**src/hw/rtl/mahd_pkg.sv**
```systemverilog
// ----------------------------------------------------------------------------
// mahd_pkg
// Shared types, field codes and lookup tables for the audio frame header
// decoder.
// ----------------------------------------------------------------------------
`default_nettype none

package mahd_pkg;

    // Header layout codes
    localparam logic [31:0] SYNC_MASK  = 32'hFFE0_0000;

    localparam logic [1:0]  VER_V25    = 2'd0;
    localparam logic [1:0]  VER_RSVD   = 2'd1;
    localparam logic [1:0]  VER_V2     = 2'd2;
    localparam logic [1:0]  VER_V1     = 2'd3;

    localparam logic [1:0]  LAYER_RSVD = 2'd0;
    localparam logic [1:0]  LAYER_III  = 2'd1;
    localparam logic [1:0]  LAYER_II   = 2'd2;
    localparam logic [1:0]  LAYER_I    = 2'd3;

    localparam logic [3:0]  BIDX_FREE  = 4'd0;
    localparam logic [3:0]  BIDX_BAD   = 4'd15;
    localparam logic [1:0]  SIDX_RSVD  = 2'd3;
    localparam logic [1:0]  MODE_MONO  = 2'd3;

    // Widths
    localparam int NUM_W   = 27;           // coefficient * kbps << version shift
    localparam int RECIP_W = 18;           // floor(2^32 / base rate)
    localparam int RECIP_S = 32;
    localparam int PROD_W  = NUM_W + RECIP_W;
    localparam int QUOT_W  = PROD_W - RECIP_S;
    localparam int RATE_W  = 16;
    localparam int KBPS_W  = 9;
    localparam int SPF_W   = 11;
    localparam int CHAN_W  = 2;
    localparam int BYTES_W = 12;
    localparam int COEF_W  = 18;

    localparam int QUEUE_DEPTH_DEFAULT = 4;

    // Frame length coefficients
    localparam logic [COEF_W-1:0] COEF_L1   = COEF_W'(12000);
    localparam logic [COEF_W-1:0] COEF_FULL = COEF_W'(144000);
    localparam logic [COEF_W-1:0] COEF_HALF = COEF_W'(72000);

    localparam logic [SPF_W-1:0] SPF_L1   = SPF_W'(384);
    localparam logic [SPF_W-1:0] SPF_HALF = SPF_W'(576);
    localparam logic [SPF_W-1:0] SPF_FULL = SPF_W'(1152);

    // Base sampling rates by sampling index; the reserved slot is never used
    localparam logic [RATE_W-1:0] RATE_BASE [4] = '{
        RATE_W'(44100), RATE_W'(48000), RATE_W'(32000), RATE_W'(44100)
    };

    localparam logic [RECIP_W-1:0] RECIP_TAB [4] = '{
        RECIP_W'((64'd1 << RECIP_S) / 64'd44100),
        RECIP_W'((64'd1 << RECIP_S) / 64'd48000),
        RECIP_W'((64'd1 << RECIP_S) / 64'd32000),
        RECIP_W'((64'd1 << RECIP_S) / 64'd44100)
    };

    // Bitrate tables indexed by the raw bitrate index (free and bad read 0)
    localparam logic [KBPS_W-1:0] KBPS_L1_V1 [16] = '{
        9'd0, 9'd32, 9'd64, 9'd96, 9'd128, 9'd160, 9'd192, 9'd224,
        9'd256, 9'd288, 9'd320, 9'd352, 9'd384, 9'd416, 9'd448, 9'd0
    };
    localparam logic [KBPS_W-1:0] KBPS_L1_V2 [16] = '{
        9'd0, 9'd32, 9'd48, 9'd56, 9'd64, 9'd80, 9'd96, 9'd112,
        9'd128, 9'd144, 9'd160, 9'd176, 9'd192, 9'd224, 9'd256, 9'd0
    };
    localparam logic [KBPS_W-1:0] KBPS_L2_V1 [16] = '{
        9'd0, 9'd32, 9'd48, 9'd56, 9'd64, 9'd80, 9'd96, 9'd112,
        9'd128, 9'd160, 9'd192, 9'd224, 9'd256, 9'd320, 9'd384, 9'd0
    };
    localparam logic [KBPS_W-1:0] KBPS_L3_V1 [16] = '{
        9'd0, 9'd32, 9'd40, 9'd48, 9'd56, 9'd64, 9'd80, 9'd96,
        9'd112, 9'd128, 9'd160, 9'd192, 9'd224, 9'd256, 9'd320, 9'd0
    };
    localparam logic [KBPS_W-1:0] KBPS_L23_V2 [16] = '{
        9'd0, 9'd8, 9'd16, 9'd24, 9'd32, 9'd40, 9'd48, 9'd56,
        9'd64, 9'd80, 9'd96, 9'd112, 9'd128, 9'd144, 9'd160, 9'd0
    };

    // One classified header on its way from the front end to the divider
    typedef struct packed {
        logic              ok;
        logic [NUM_W-1:0]  num;
        logic [1:0]        sidx;
        logic              pad;
        logic              layer1;
        logic [RATE_W-1:0] rate;
        logic [CHAN_W-1:0] chans;
        logic [KBPS_W-1:0] kbps;
        logic [SPF_W-1:0]  spf;
    } mahd_item_t;

endpackage

`default_nettype wire

```
**src/hw/rtl/mahd_front.sv**
```systemverilog
// ----------------------------------------------------------------------------
// mahd_front
// Accepts header requests, validates them, looks up rates and forms the
// frame length numerator.
// ----------------------------------------------------------------------------
`default_nettype none

module mahd_front
    import mahd_pkg::*;
(
    input  wire logic        clk,
    input  wire logic        rst_n,
    input  wire logic        in_valid,
    output logic             in_stall,
    input  wire logic [31:0] header_word,
    input  wire logic        q_full,
    output logic             q_push,
    output mahd_item_t       q_item
);

    logic       front_valid_reg;
    logic       front_valid_next;
    mahd_item_t front_item_reg;
    mahd_item_t item_next;
    logic       take;

    logic [1:0]        ver;
    logic [1:0]        lay;
    logic [3:0]        bidx;
    logic [1:0]        sidx;
    logic              ok;
    logic [RATE_W-1:0] base;
    logic [RATE_W-1:0] rate;
    logic [KBPS_W-1:0] kbps;
    logic [COEF_W-1:0] coef;
    logic [SPF_W-1:0]  spf;
    logic [NUM_W-1:0]  kprod;
    logic [NUM_W-1:0]  num;

    assign ver  = header_word[20:19];
    assign lay  = header_word[18:17];
    assign bidx = header_word[15:12];
    assign sidx = header_word[11:10];

    assign ok = ((header_word & SYNC_MASK) == SYNC_MASK) && (ver != VER_RSVD)
             && (lay != LAYER_RSVD) && (bidx != BIDX_FREE) && (bidx != BIDX_BAD)
             && (sidx != SIDX_RSVD);

    assign base = RATE_BASE[sidx];

    always_comb
    begin
        unique case (ver)
            VER_V1:  rate = base;
            VER_V2:  rate = base >> 1;
            default: rate = base >> 2;
        endcase
    end

    always_comb
    begin
        priority if (lay == LAYER_I)
        begin
            kbps = (ver == VER_V1) ? KBPS_L1_V1[bidx] : KBPS_L1_V2[bidx];
            coef = COEF_L1;
            spf  = SPF_L1;
        end
        else if (ver == VER_V1)
        begin
            kbps = (lay == LAYER_II) ? KBPS_L2_V1[bidx] : KBPS_L3_V1[bidx];
            coef = COEF_FULL;
            spf  = SPF_FULL;
        end
        else if (lay == LAYER_III)
        begin
            kbps = KBPS_L23_V2[bidx];
            coef = COEF_HALF;
            spf  = SPF_HALF;
        end
        else
        begin
            kbps = KBPS_L23_V2[bidx];
            coef = COEF_FULL;
            spf  = SPF_FULL;
        end
    end

    // Dividing by a halved or quartered rate is the same as scaling the numerator
    assign kprod = NUM_W'(coef) * NUM_W'(kbps);

    always_comb
    begin
        unique case (ver)
            VER_V1:  num = kprod;
            VER_V2:  num = kprod << 1;
            default: num = kprod << 2;
        endcase
    end

    always_comb
    begin
        item_next        = '0;
        item_next.spf    = SPF_FULL;
        if (ok)
        begin
            item_next.ok     = 1'b1;
            item_next.num    = num;
            item_next.sidx   = sidx;
            item_next.pad    = header_word[9];
            item_next.layer1 = (lay == LAYER_I);
            item_next.rate   = rate;
            item_next.chans  = (header_word[7:6] == MODE_MONO) ? CHAN_W'(1) : CHAN_W'(2);
            item_next.kbps   = kbps;
            item_next.spf    = spf;
        end
    end

    // Hold the classified request until the queue has room
    assign in_stall = front_valid_reg && q_full;
    assign take     = in_valid && !in_stall;
    assign q_push   = front_valid_reg && !q_full;
    assign q_item   = front_item_reg;

    always_comb
    begin
        front_valid_next = front_valid_reg;
        if (take)
        begin
            front_valid_next = 1'b1;
        end
        else if (q_push)
        begin
            front_valid_next = 1'b0;
        end
    end

    always_ff @(posedge clk or negedge rst_n)
    begin
        if (!rst_n)
        begin
            front_valid_reg <= 1'b0;
        end
        else
        begin
            front_valid_reg <= front_valid_next;
        end
    end

    always_ff @(posedge clk)
    begin
        if (take)
        begin
            front_item_reg <= item_next;
        end
    end

endmodule

`default_nettype wire

```
**src/hw/rtl/mahd_queue.sv**
```systemverilog
// ----------------------------------------------------------------------------
// mahd_queue
// Small FIFO of classified headers between the front end and the divider.
// ----------------------------------------------------------------------------
`default_nettype none

module mahd_queue
    import mahd_pkg::*;
#(
    parameter int DEPTH = QUEUE_DEPTH_DEFAULT
)
(
    input  wire logic       clk,
    input  wire logic       rst_n,
    input  wire logic       push,
    input  wire mahd_item_t push_item,
    output logic            full,
    input  wire logic       pop,
    output logic            head_valid,
    output mahd_item_t      head_item
);

    localparam int PTR_W = (DEPTH > 1) ? $clog2(DEPTH) : 1;
    localparam int CNT_W = $clog2(DEPTH + 1);

    mahd_item_t mem [DEPTH];

    logic [PTR_W-1:0] wr_ptr_reg;
    logic [PTR_W-1:0] wr_ptr_next;
    logic [PTR_W-1:0] rd_ptr_reg;
    logic [PTR_W-1:0] rd_ptr_next;
    logic [CNT_W-1:0] count_reg;
    logic [CNT_W-1:0] count_next;

    assign full       = (count_reg == CNT_W'(DEPTH));
    assign head_valid = (count_reg != '0);
    assign head_item  = mem[rd_ptr_reg];

    always_comb
    begin
        wr_ptr_next = wr_ptr_reg;
        rd_ptr_next = rd_ptr_reg;
        if (push)
        begin
            wr_ptr_next = (wr_ptr_reg == PTR_W'(DEPTH - 1)) ? '0 : wr_ptr_reg + 1'b1;
        end
        if (pop)
        begin
            rd_ptr_next = (rd_ptr_reg == PTR_W'(DEPTH - 1)) ? '0 : rd_ptr_reg + 1'b1;
        end
        count_next = count_reg + CNT_W'(push) - CNT_W'(pop);
    end

    always_ff @(posedge clk or negedge rst_n)
    begin
        if (!rst_n)
        begin
            wr_ptr_reg <= '0;
            rd_ptr_reg <= '0;
            count_reg  <= '0;
        end
        else
        begin
            wr_ptr_reg <= wr_ptr_next;
            rd_ptr_reg <= rd_ptr_next;
            count_reg  <= count_next;
        end
    end

    always_ff @(posedge clk)
    begin
        if (push)
        begin
            mem[wr_ptr_reg] <= push_item;
        end
    end

endmodule

`default_nettype wire

```
**src/hw/rtl/mahd_back.sv**
```systemverilog
// ----------------------------------------------------------------------------
// mahd_back
// Divides the frame numerator by the sampling rate through a reciprocal
// multiply with one correction step, and holds the result request.
// ----------------------------------------------------------------------------
`default_nettype none

module mahd_back
    import mahd_pkg::*;
(
    input  wire logic               clk,
    input  wire logic               rst_n,
    input  wire logic               q_valid,
    input  wire mahd_item_t         q_item,
    output logic                    q_pop,
    output logic                    out_valid,
    input  wire logic               out_stall,
    output logic                    header_valid,
    output logic [BYTES_W-1:0]      frame_bytes,
    output logic [RATE_W-1:0]       sample_rate_hz,
    output logic [CHAN_W-1:0]       channel_count,
    output logic [KBPS_W-1:0]       bitrate_kbps,
    output logic [SPF_W-1:0]        samples_per_frame
);

    localparam int QD_W = QUOT_W + RATE_W;

    logic advance;

    logic              a_valid_reg;
    mahd_item_t        a_item_reg;
    logic [PROD_W-1:0] a_prod_reg;

    logic              b_valid_reg;
    mahd_item_t        b_item_reg;
    logic [QUOT_W-1:0] b_quot_reg;
    logic [QD_W-1:0]   b_qd_reg;

    logic              out_valid_reg;
    logic              header_valid_reg;
    logic [BYTES_W-1:0] frame_bytes_reg;
    logic [RATE_W-1:0]  sample_rate_reg;
    logic [CHAN_W-1:0]  channel_count_reg;
    logic [KBPS_W-1:0]  bitrate_reg;
    logic [SPF_W-1:0]   spf_reg;

    logic [QUOT_W-1:0] a_quot;
    logic [RATE_W-1:0] b_div;
    logic [QD_W-1:0]   b_rem;
    logic [QUOT_W-1:0] b_quot_fix;
    logic [QUOT_W-1:0] b_quot_pad;
    logic [BYTES_W-1:0] bytes_next;

    // Advance the whole back pipeline unless the output request is held
    assign advance = !out_valid_reg || !out_stall;
    assign q_pop   = advance && q_valid;

    assign a_quot = a_prod_reg[PROD_W-1:RECIP_S];

    assign b_div      = RATE_BASE[b_item_reg.sidx];
    assign b_rem      = QD_W'(b_item_reg.num) - b_qd_reg;
    assign b_quot_fix = b_quot_reg + QUOT_W'(b_rem >= QD_W'(b_div));
    assign b_quot_pad = b_quot_fix + QUOT_W'(b_item_reg.pad);
    assign bytes_next = b_item_reg.layer1 ? BYTES_W'(b_quot_pad << 2) : BYTES_W'(b_quot_pad);

    always_ff @(posedge clk or negedge rst_n)
    begin
        if (!rst_n)
        begin
            a_valid_reg   <= 1'b0;
            b_valid_reg   <= 1'b0;
            out_valid_reg <= 1'b0;
        end
        else if (advance)
        begin
            a_valid_reg   <= q_valid;
            b_valid_reg   <= a_valid_reg;
            out_valid_reg <= b_valid_reg;
        end
    end

    always_ff @(posedge clk)
    begin
        if (advance)
        begin
            a_item_reg        <= q_item;
            a_prod_reg        <= PROD_W'(q_item.num) * PROD_W'(RECIP_TAB[q_item.sidx]);
            b_item_reg        <= a_item_reg;
            b_quot_reg        <= a_quot;
            b_qd_reg          <= QD_W'(a_quot) * QD_W'(RATE_BASE[a_item_reg.sidx]);
            header_valid_reg  <= b_item_reg.ok;
            frame_bytes_reg   <= bytes_next;
            sample_rate_reg   <= b_item_reg.rate;
            channel_count_reg <= b_item_reg.chans;
            bitrate_reg       <= b_item_reg.kbps;
            spf_reg           <= b_item_reg.spf;
        end
    end

    assign out_valid         = out_valid_reg;
    assign header_valid      = header_valid_reg;
    assign frame_bytes       = frame_bytes_reg;
    assign sample_rate_hz    = sample_rate_reg;
    assign channel_count     = channel_count_reg;
    assign bitrate_kbps      = bitrate_reg;
    assign samples_per_frame = spf_reg;

endmodule

`default_nettype wire

```
**src/hw/rtl/mpeg_audio_header_decoder.sv**
```systemverilog
// ----------------------------------------------------------------------------
// mpeg_audio_header_decoder
// Decodes one 32-bit MPEG-1/2/2.5 audio frame header per request into frame
// length, sampling rate, bitrate, channel count and samples per frame.
// ----------------------------------------------------------------------------
// Usage:
//   Input channel (in_valid / in_stall / header_word) carries one header per
//   request. Output channel (out_valid / out_stall / result fields) returns
//   exactly one result per header, in order.
//   Throughput: one header per cycle when out_stall is low; the front end,
//   the queue and the three-stage divider pipeline each move one request
//   per cycle. Path: the front register is loaded at the input accept edge,
//   then the request passes the queue slot, the reciprocal product, quotient
//   times rate, and the correction and output register that raises out_valid.
//   A rejected header yields all-zero fields except samples_per_frame = 1152.
//   Reset clears every valid flag and the queue; no result is pending after.
//   When the receiver stalls, the output request holds and the divider
//   pipeline freezes; the queue keeps absorbing headers until it fills, then
//   in_stall rises while the front register holds its request.
// ----------------------------------------------------------------------------
`default_nettype none

module mpeg_audio_header_decoder
    import mahd_pkg::*;
#(
    parameter int QUEUE_DEPTH = QUEUE_DEPTH_DEFAULT
)
(
    input  wire logic               clk,
    input  wire logic               rst_n,
    input  wire logic               in_valid,
    output logic                    in_stall,
    input  wire logic [31:0]        header_word,
    output logic                    out_valid,
    input  wire logic               out_stall,
    output logic                    header_valid,
    output logic [BYTES_W-1:0]      frame_bytes,
    output logic [RATE_W-1:0]       sample_rate_hz,
    output logic [CHAN_W-1:0]       channel_count,
    output logic [KBPS_W-1:0]       bitrate_kbps,
    output logic [SPF_W-1:0]        samples_per_frame
);

    // Front end to queue
    logic       q_push;
    logic       q_full;
    mahd_item_t q_push_item;

    // Queue to back end
    logic       q_pop;
    logic       q_head_valid;
    mahd_item_t q_head_item;

    // Validate, look up and form the numerator
    mahd_front u_front (
        .clk         (clk),
        .rst_n       (rst_n),
        .in_valid    (in_valid),
        .in_stall    (in_stall),
        .header_word (header_word),
        .q_full      (q_full),
        .q_push      (q_push),
        .q_item      (q_push_item)
    );

    // Decouple the front end from output backpressure
    mahd_queue #(
        .DEPTH (QUEUE_DEPTH)
    ) u_queue (
        .clk        (clk),
        .rst_n      (rst_n),
        .push       (q_push),
        .push_item  (q_push_item),
        .full       (q_full),
        .pop        (q_pop),
        .head_valid (q_head_valid),
        .head_item  (q_head_item)
    );

    // Divide by the sampling rate and drive the result request
    mahd_back u_back (
        .clk               (clk),
        .rst_n             (rst_n),
        .q_valid           (q_head_valid),
        .q_item            (q_head_item),
        .q_pop             (q_pop),
        .out_valid         (out_valid),
        .out_stall         (out_stall),
        .header_valid      (header_valid),
        .frame_bytes       (frame_bytes),
        .sample_rate_hz    (sample_rate_hz),
        .channel_count     (channel_count),
        .bitrate_kbps      (bitrate_kbps),
        .samples_per_frame (samples_per_frame)
    );

endmodule

`default_nettype wire
```
**config.mk**
```make
export PLATFORM = sky130hd
export DESIGN_NAME = mpeg_audio_header_decoder
export DESIGN_NICKNAME = d
export VERILOG_FILES = /design/src/hw/rtl/mahd_pkg.sv /design/src/hw/rtl/mahd_front.sv /design/src/hw/rtl/mahd_queue.sv /design/src/hw/rtl/mahd_back.sv /design/src/hw/rtl/mpeg_audio_header_decoder.sv
export SDC_FILE = /design/constraint.sdc
export NUM_CORES = 1
export LEC_CHECK = 0
export BUFFER_PORTS_ARGS = -buffer_cell sky130_fd_sc_hd__clkbuf_2
export CAP_MARGIN = 30
export CORE_ASPECT_RATIO = 2
export CORE_MARGIN = 10
export CORE_UTILIZATION = 55
export CTS_BUF_LIST = sky130_fd_sc_hd__clkbuf_16
export CTS_CLUSTER_DIAMETER = 50
export DETAILED_ROUTE_END_ITERATION = 6
export PLACE_DENSITY = 0.8
export SLEW_MARGIN = 20
export SYNTH_ARGS = -nofsm -noshare
export SYNTH_HDL_FRONTEND = slang
export SYNTH_HIERARCHICAL = 1
export SYNTH_SLANG_ARGS = --single-unit
```
**constraint.sdc**
```tcl
create_clock -name clk -period 7.5 [get_ports clk]
set_input_delay 0.375 -clock clk [delete_from_list [all_inputs] [get_ports clk]]
set_output_delay 0.375 -clock clk [all_outputs]
set_load 0.1 [all_outputs]
```
==> results.yml, run 1 <==
status:
  status: "finished clean"
floorplan:
  fp.dieH_microns: 410.2
  die_w_microns: 215.1
  rows: 143
  io_pins: 89
  core-area_sq_um: 75680
  die_area_sq_um: 88240
  start_util_pct: 55.33
drt:
  met3_length_microns: 3257
  antenna_left: 0
  num_vias: 25230
  drt_wl_total_microns: 94300
  route.met2.wl_microns: 53360
  dr.pass1.iters: 5
  wl_per_cell_microns: 20.46
  drcViolationCount: 0
  first_iter_violations: 1399
  highest_layer: "met4"
  vias_per_cell: 5.473
  wl_met1_microns: 29880
synth:
  synthDistinctLibCells: 86
  synth_area_leaders: "edfxtp_1 (41%), fa_1 (20%), ha_1 (12%), inv_1 (6.1%), mux4_2 (3.7%)"
  syn-instance-count: 3284
  ys_warn_count: 6
  postSynthAreaPerCell_sq_um: 12.75
  yosysSeqAreaShare_pct: 41.68
  synth_top_family_by_area: "adder cells"
  synthAdderAreaFrac_pct: 31.97
  synth_edf_count: 572
  ys_async_sr_fraction_pct: 1.887
  synth-simple-area-share_pct: 7.195
  synthFlopType: "edfxtp_1"
  synth_compound_area_share_pct: 5.259
  synth_top_area_share_pct: 41.02
  ys_seq_elements: 583
  synth_area_leader_cell: "edfxtp_1"
  synth_mux_area_share_pct: 4.327
  synth-xor-area-share_pct: 1.987
  netlist_area_sq_um: 41870
global_route:
  grt_max_degree: 117
  grt_pass1_vias: 28240
  gr-total-overflow: 0
  grt_pass1_wl_microns: 148800
  antenna_found_initial: 0
  track_usage_pct: 21.61
cells_and_area:
  multi_input_comb_area_sq_um: 21920
  final_common_cell: "inv_1"
  fillers: 5480
  fin_cells: 4609
  final_cell_mix: "inv_1 (665), edfxtp_1 (572), fa_1 (409)"
  final_nets: 4395
  largest_reg_flops: 280
  drive_gt1_share_pct: 16.61
  area_growth_pct: 12.82
  regArea_sq_um: 17460
  n_antenna_cell: 0
worst_hold_path:
  holdPathEnd: "u_front/q_item[21]$_SDFFCE_PN0P_"
  min_path_type: "in -> reg"
  hold_start: "header_word[7]"
  hold_depth: 2
placement:
  hpwl_microns: 72040
  port_buffers: 80
  place_congestion: 0.9541
  placedCellCount: 4488
critical_path:
  crit_fanout: 7
  cp_common_cell: "buf_4"
  reg2reg_to: "u_back/a_prod_reg[41]$_DFFE_PN_"
  cp.arrival_ns: 7.88
  reg2reg_from: "u_queue/rd_ptr_reg[0]$_DFFE_PN0P_"
  cp_slowest_stage_delay_ns: 0.59
  path_class: "reg -> reg"
  r2r_slack_ns: 0.03
  required_ns: 7.90
  reg2regPathDepth: 32
  crit_slowest_cell: "mux4_2"
  start_kind: "flop"
  end_kind: "flop"
sta:
  hold_violations: 0
  period_needed_ns: 7.473
  fin_tns_setup_ns: 0
  worst_slew_pin_slew_ns: 0.8841
  maxSlewHeadroom_pct: 41.06
  skew_ns: 0.06850
  whs_ns: 0.03673
  drv_slew: 0
  setup_violations: 0
  fmax_mhz: 133.8
  period_share_pct: 99.65
  rsz0062_at_grt: "true"
clock_network:
  cts.clk_slew.worst_paths_ns: 0.07
  cts_root_buffer: "clkbuf_16"
  cts_buffers: 52
  clock_latency_ns: 0.65
  cts.sinks: 583
  clockBufferDepth: 3
  htree_levels: 2
  cts_tree: "yes"
run:
  maxCapViolations: 0
[final cells by class]
cell class	count	share of cell area, %
Timing Repair Buffer	296	4.698
Tap cell	1015	2.688
Multi-Input combinational cell	1934	46.40
Inverter	683	5.437
Sequential cell	583	36.96
Clock buffer	52	2.754
Clock inverter	46	1.059
[kinds of logic after synthesis]
logic type      count (synthesis)
simple gates                  580
mux                            92
buf+inv                       787
xor+xnor                       95
other cells                     1
flops                         583
compound gates                329
fa+ha+maj                     817
[what timing repair did]
item                                    4_1_cts  5_1_grt
pin swaps                                    64       64
setup buffers                                 9       10
cloned                                        0        2
hold buffers                                  2        0
hold endpoints to repair                     12        0
resized for setup                            70       64
endpoints found under the setup margin        5        6
[routing by layer]
layer	track usage, %	vias to the layer above
met5	0	-
met4	15.52	0
met3	2.585	382
met2	42.20	712
met1	20.13	12640
li1	-	11490
[how the worst max path moves through the flow]
stage                                       to  depth (start not counted)                              start  slack [ns]
2_1_floorplan  u_back/a_prod_reg[44]$_DFFE_PN_                         28  u_queue/rd_ptr_reg[0]$_DFFE_PN0P_       0.004
3_3_place_gp   u_back/a_prod_reg[44]$_DFFE_PN_                         30  u_queue/rd_ptr_reg[0]$_DFFE_PN0P_       -0.10
3_5_place_dp   u_back/a_prod_reg[44]$_DFFE_PN_                         27  u_queue/rd_ptr_reg[0]$_DFFE_PN0P_       -0.28
4_1_cts        u_back/a_prod_reg[44]$_DFFE_PN_                         30  u_queue/rd_ptr_reg[0]$_DFFE_PN0P_       0.007
5_1_grt        u_back/a_prod_reg[44]$_DFFE_PN_                         28  u_queue/rd_ptr_reg[0]$_DFFE_PN0P_       -0.21
6_report       u_back/a_prod_reg[41]$_DFFE_PN_                         32  u_queue/rd_ptr_reg[0]$_DFFE_PN0P_        0.03
[metrics by stage]
step	area, sq um	setup WS [ns]	utilization (%)
after detailed placement	44640	-0.2761	58.98
after CTS	46870	0.006930	61.93
after global placement	44640	-0.1024	58.98
after global routing	47240	-0.2053	62.42
after floorplan	42080	0.004498	-
final	47240	0.02654	62.42
[Yosys cell counts, drive strengths merged, types with 6 or more instances]
master	number
mux2i	16
a31oi	13
buf	53
xnor2	59
clkbuf	51
and2	96
nor2b	53
dfrtp	11
inv	683
a2111oi	7
and3	20
xor2	36
ha	385
maj3	8
mux4	70
o21a	12
nand3	28
a21oi	100
a21o	43
mux2	6
nand2b	71
fa	424
o21ai	58
nand4	11
a211oi	26
nor3	27
a221oi	6
nor2	128
nor3b	6
o211ai	12
nand2	116
edfxtp	572
[worst max-delay path, delay by kind of cell (launching register included)]
family	cells	cell delay [ns]
compound gates	7	1.13
fa+ha+maj	8	3.30
buf+inv	12	1.32
flops	1	0.45
mux	1	0.59
xor+xnor	1	0.12
simple gates	3	0.35
Power of run 1 is left out: the tool's default activity adds up to more than one toggle a clock period on the data nets, which glitch-free logic cannot reach.
==> inputs of run 2 (changes only) <==
--- a/config.mk
+++ b/config.mk
@@ -13,6 +13,7 @@
 export CTS_BUF_LIST = sky130_fd_sc_hd__clkbuf_16
 export CTS_CLUSTER_DIAMETER = 50
 export DETAILED_ROUTE_END_ITERATION = 6
+export MAX_ROUTING_LAYER = met4
 export PLACE_DENSITY = 0.8
 export SLEW_MARGIN = 20
 export SYNTH_ARGS = -nofsm -noshare
==> results.yml, run 2 (synthesis gave the netlist of run 1 again) <==
status:
  status: "complete, but fails checks"
  violations: "setup timing"
drt:
  met3_length_microns: 2781
  wl_met1_microns: 30450
  drcViolationCount: 0
  num_vias: 25350
  drt_wl_total_microns: 94460
  dr.pass1.iters: 5
  first_iter_violations: 1189
  route.met2.wl_microns: 53910
  wl_per_cell_microns: 20.46
  highest_layer: "met4"
  vias_per_cell: 5.491
  antenna_left: 0
clock_network:
  cts_root_buffer: "clkbuf_16"
  cts.clk_slew.worst_paths_ns: 0.07
  cts.sinks: 583
  cts_buffers: 52
  cts_tree: "yes"
  htree_levels: 2
  clockBufferDepth: 3
  clock_latency_ns: 0.67
cells_and_area:
  area_growth_pct: 13.01
  final_core_util_pct: 62.52
  final_nets: 4405
  final_common_cell: "inv_1"
  drive_gt1_share_pct: 16.82
  largest_reg_flops: 280
  final_cell_mix: "inv_1 (674), edfxtp_1 (572), fa_1 (410)"
  n_antenna_cell: 0
worst_hold_path:
  min_path_type: "in -> reg"
  hold_depth: 2
sta:
  whs_ns: 0.04389
  fin_tns_setup_ns: -0.03547
  maxSlewHeadroom_pct: 35.04
  period_share_pct: 100.5
  drv_slew: 0
  period_needed_ns: 7.535
  hold_violations: 0
  rsz0062_at_grt: "true"
  fmax_mhz: 132.7
  skew_ns: 0.08268
  worst_slew_pin_slew_ns: 0.9743
  setup_slack_ns: -0.03547
  setup_violations: 1
global_route:
  antenna_found_initial: 0
  gr-total-overflow: 0
  grt_max_degree: 96
  grt_pass1_wl_microns: 148400
  grt_pass1_vias: 28200
  track_usage_pct: 22.18
critical_path:
  start_kind: "flop"
  reg2regPathDepth: 29
  crit_fanout: 8
  path_buf_inv: 9
  path_delay_family: "adder cells"
  end_kind: "flop"
  path_class: "reg -> reg"
  cp_slowest_stage_delay_ns: 0.57
  cp.depth: 29
  cp.arrival_ns: 7.95
  crit_slowest_cell: "fa_2"
  required_ns: 7.92
placement:
  pre_cts_slack_ns: -0.3121
  place_congestion: 0.9594
  port_buffers: 80
  hpwl_microns: 72180
floorplan:
  rows: 143
  die_area_sq_um: 88240
  start_util_pct: 55.33
  die_w_microns: 215.1
  core-area_sq_um: 75680
  io_pins: 89
  fp.dieH_microns: 410.2
run:
  maxCapViolations: 0
## run 2: cell types whose count changed in the layout (fill, tap and decap cells not counted), sizes merged, moves of 2 or more
cell,change
bufinv,-2
inv,+8
buf,+9
clkinv,-6
clkinvlp,-2
## run 2: final timing paths
path                                                   startpoint                                end  slack (ns)
max in group asynchronous                                   rst_n  u_queue/rd_ptr_reg[1]$_DFFE_PN0P_        7.08
worst max register to register  u_queue/rd_ptr_reg[0]$_DFFE_PN0P_    u_back/a_prod_reg[43]$_DFFE_PN_       -0.04
worst max-delay path            u_queue/rd_ptr_reg[0]$_DFFE_PN0P_    u_back/a_prod_reg[43]$_DFFE_PN_       -0.04
min in group asynchronous                                   rst_n     u_back/a_valid_reg$_DFFE_PN0N_        0.16
worst min-delay path                               header_word[6]   u_front/q_item[21]$_SDFFCE_PN0P_        0.04
worst min register to register    u_back/a_item_reg[33]$_DFFE_PN_    u_back/b_item_reg[33]$_DFFE_PN_        0.41
## run 2: per-stage QoR
stage               instances  cell area [sq um]
floorplan                3304              42080
global placement         4494              44710
detailed placement       4495              44740
CTS                      4601              46910
global route             4617              47320
finish                   4617              47320
## run 2: layout make-up
type,count,area [sq um]
timing repair buffer,306,2333
fill,5587,28360
clock inverter,44,447.9
inverter,683,2566
tap,1015,1270
sequential,583,17460
multi-input combinational,1934,21940
clock buffer,52,1301
## run 2: routing by layer
layer / GRT usage [%] / vias to the layer above
li1: - / 11510
met1: 20.41 / 12750
met2: 42.18 / 711
met3: 2.121 / 381
met4: 15.06 / 0
met5: - / -
## run 2: what timing repair did
| action | 4_1_cts | 5_1_grt |
|---|---|---|
| setup endpoints to repair | 5 | 7 |
| setup buffers | 7 | 16 |
| hold endpoints to repair | 13 | 0 |
| gates resized for setup | 69 | 74 |
| pin swaps | 41 | 92 |
| cloned | 1 | 1 |
| hold buffers | 3 | 0 |
## run 2: worst register-to-register path, delay by kind of cell, from the launching register on
family / cells / cell delay (ns)
simple gates: 2 / 0.24
mux: 1 / 0.55
fa+ha+maj: 8 / 3.36
buf+inv: 9 / 0.91
flops: 1 / 0.45
xor+xnor: 1 / 0.13
compound gates: 8 / 1.67
Power of run 2 is left out for the same reason.
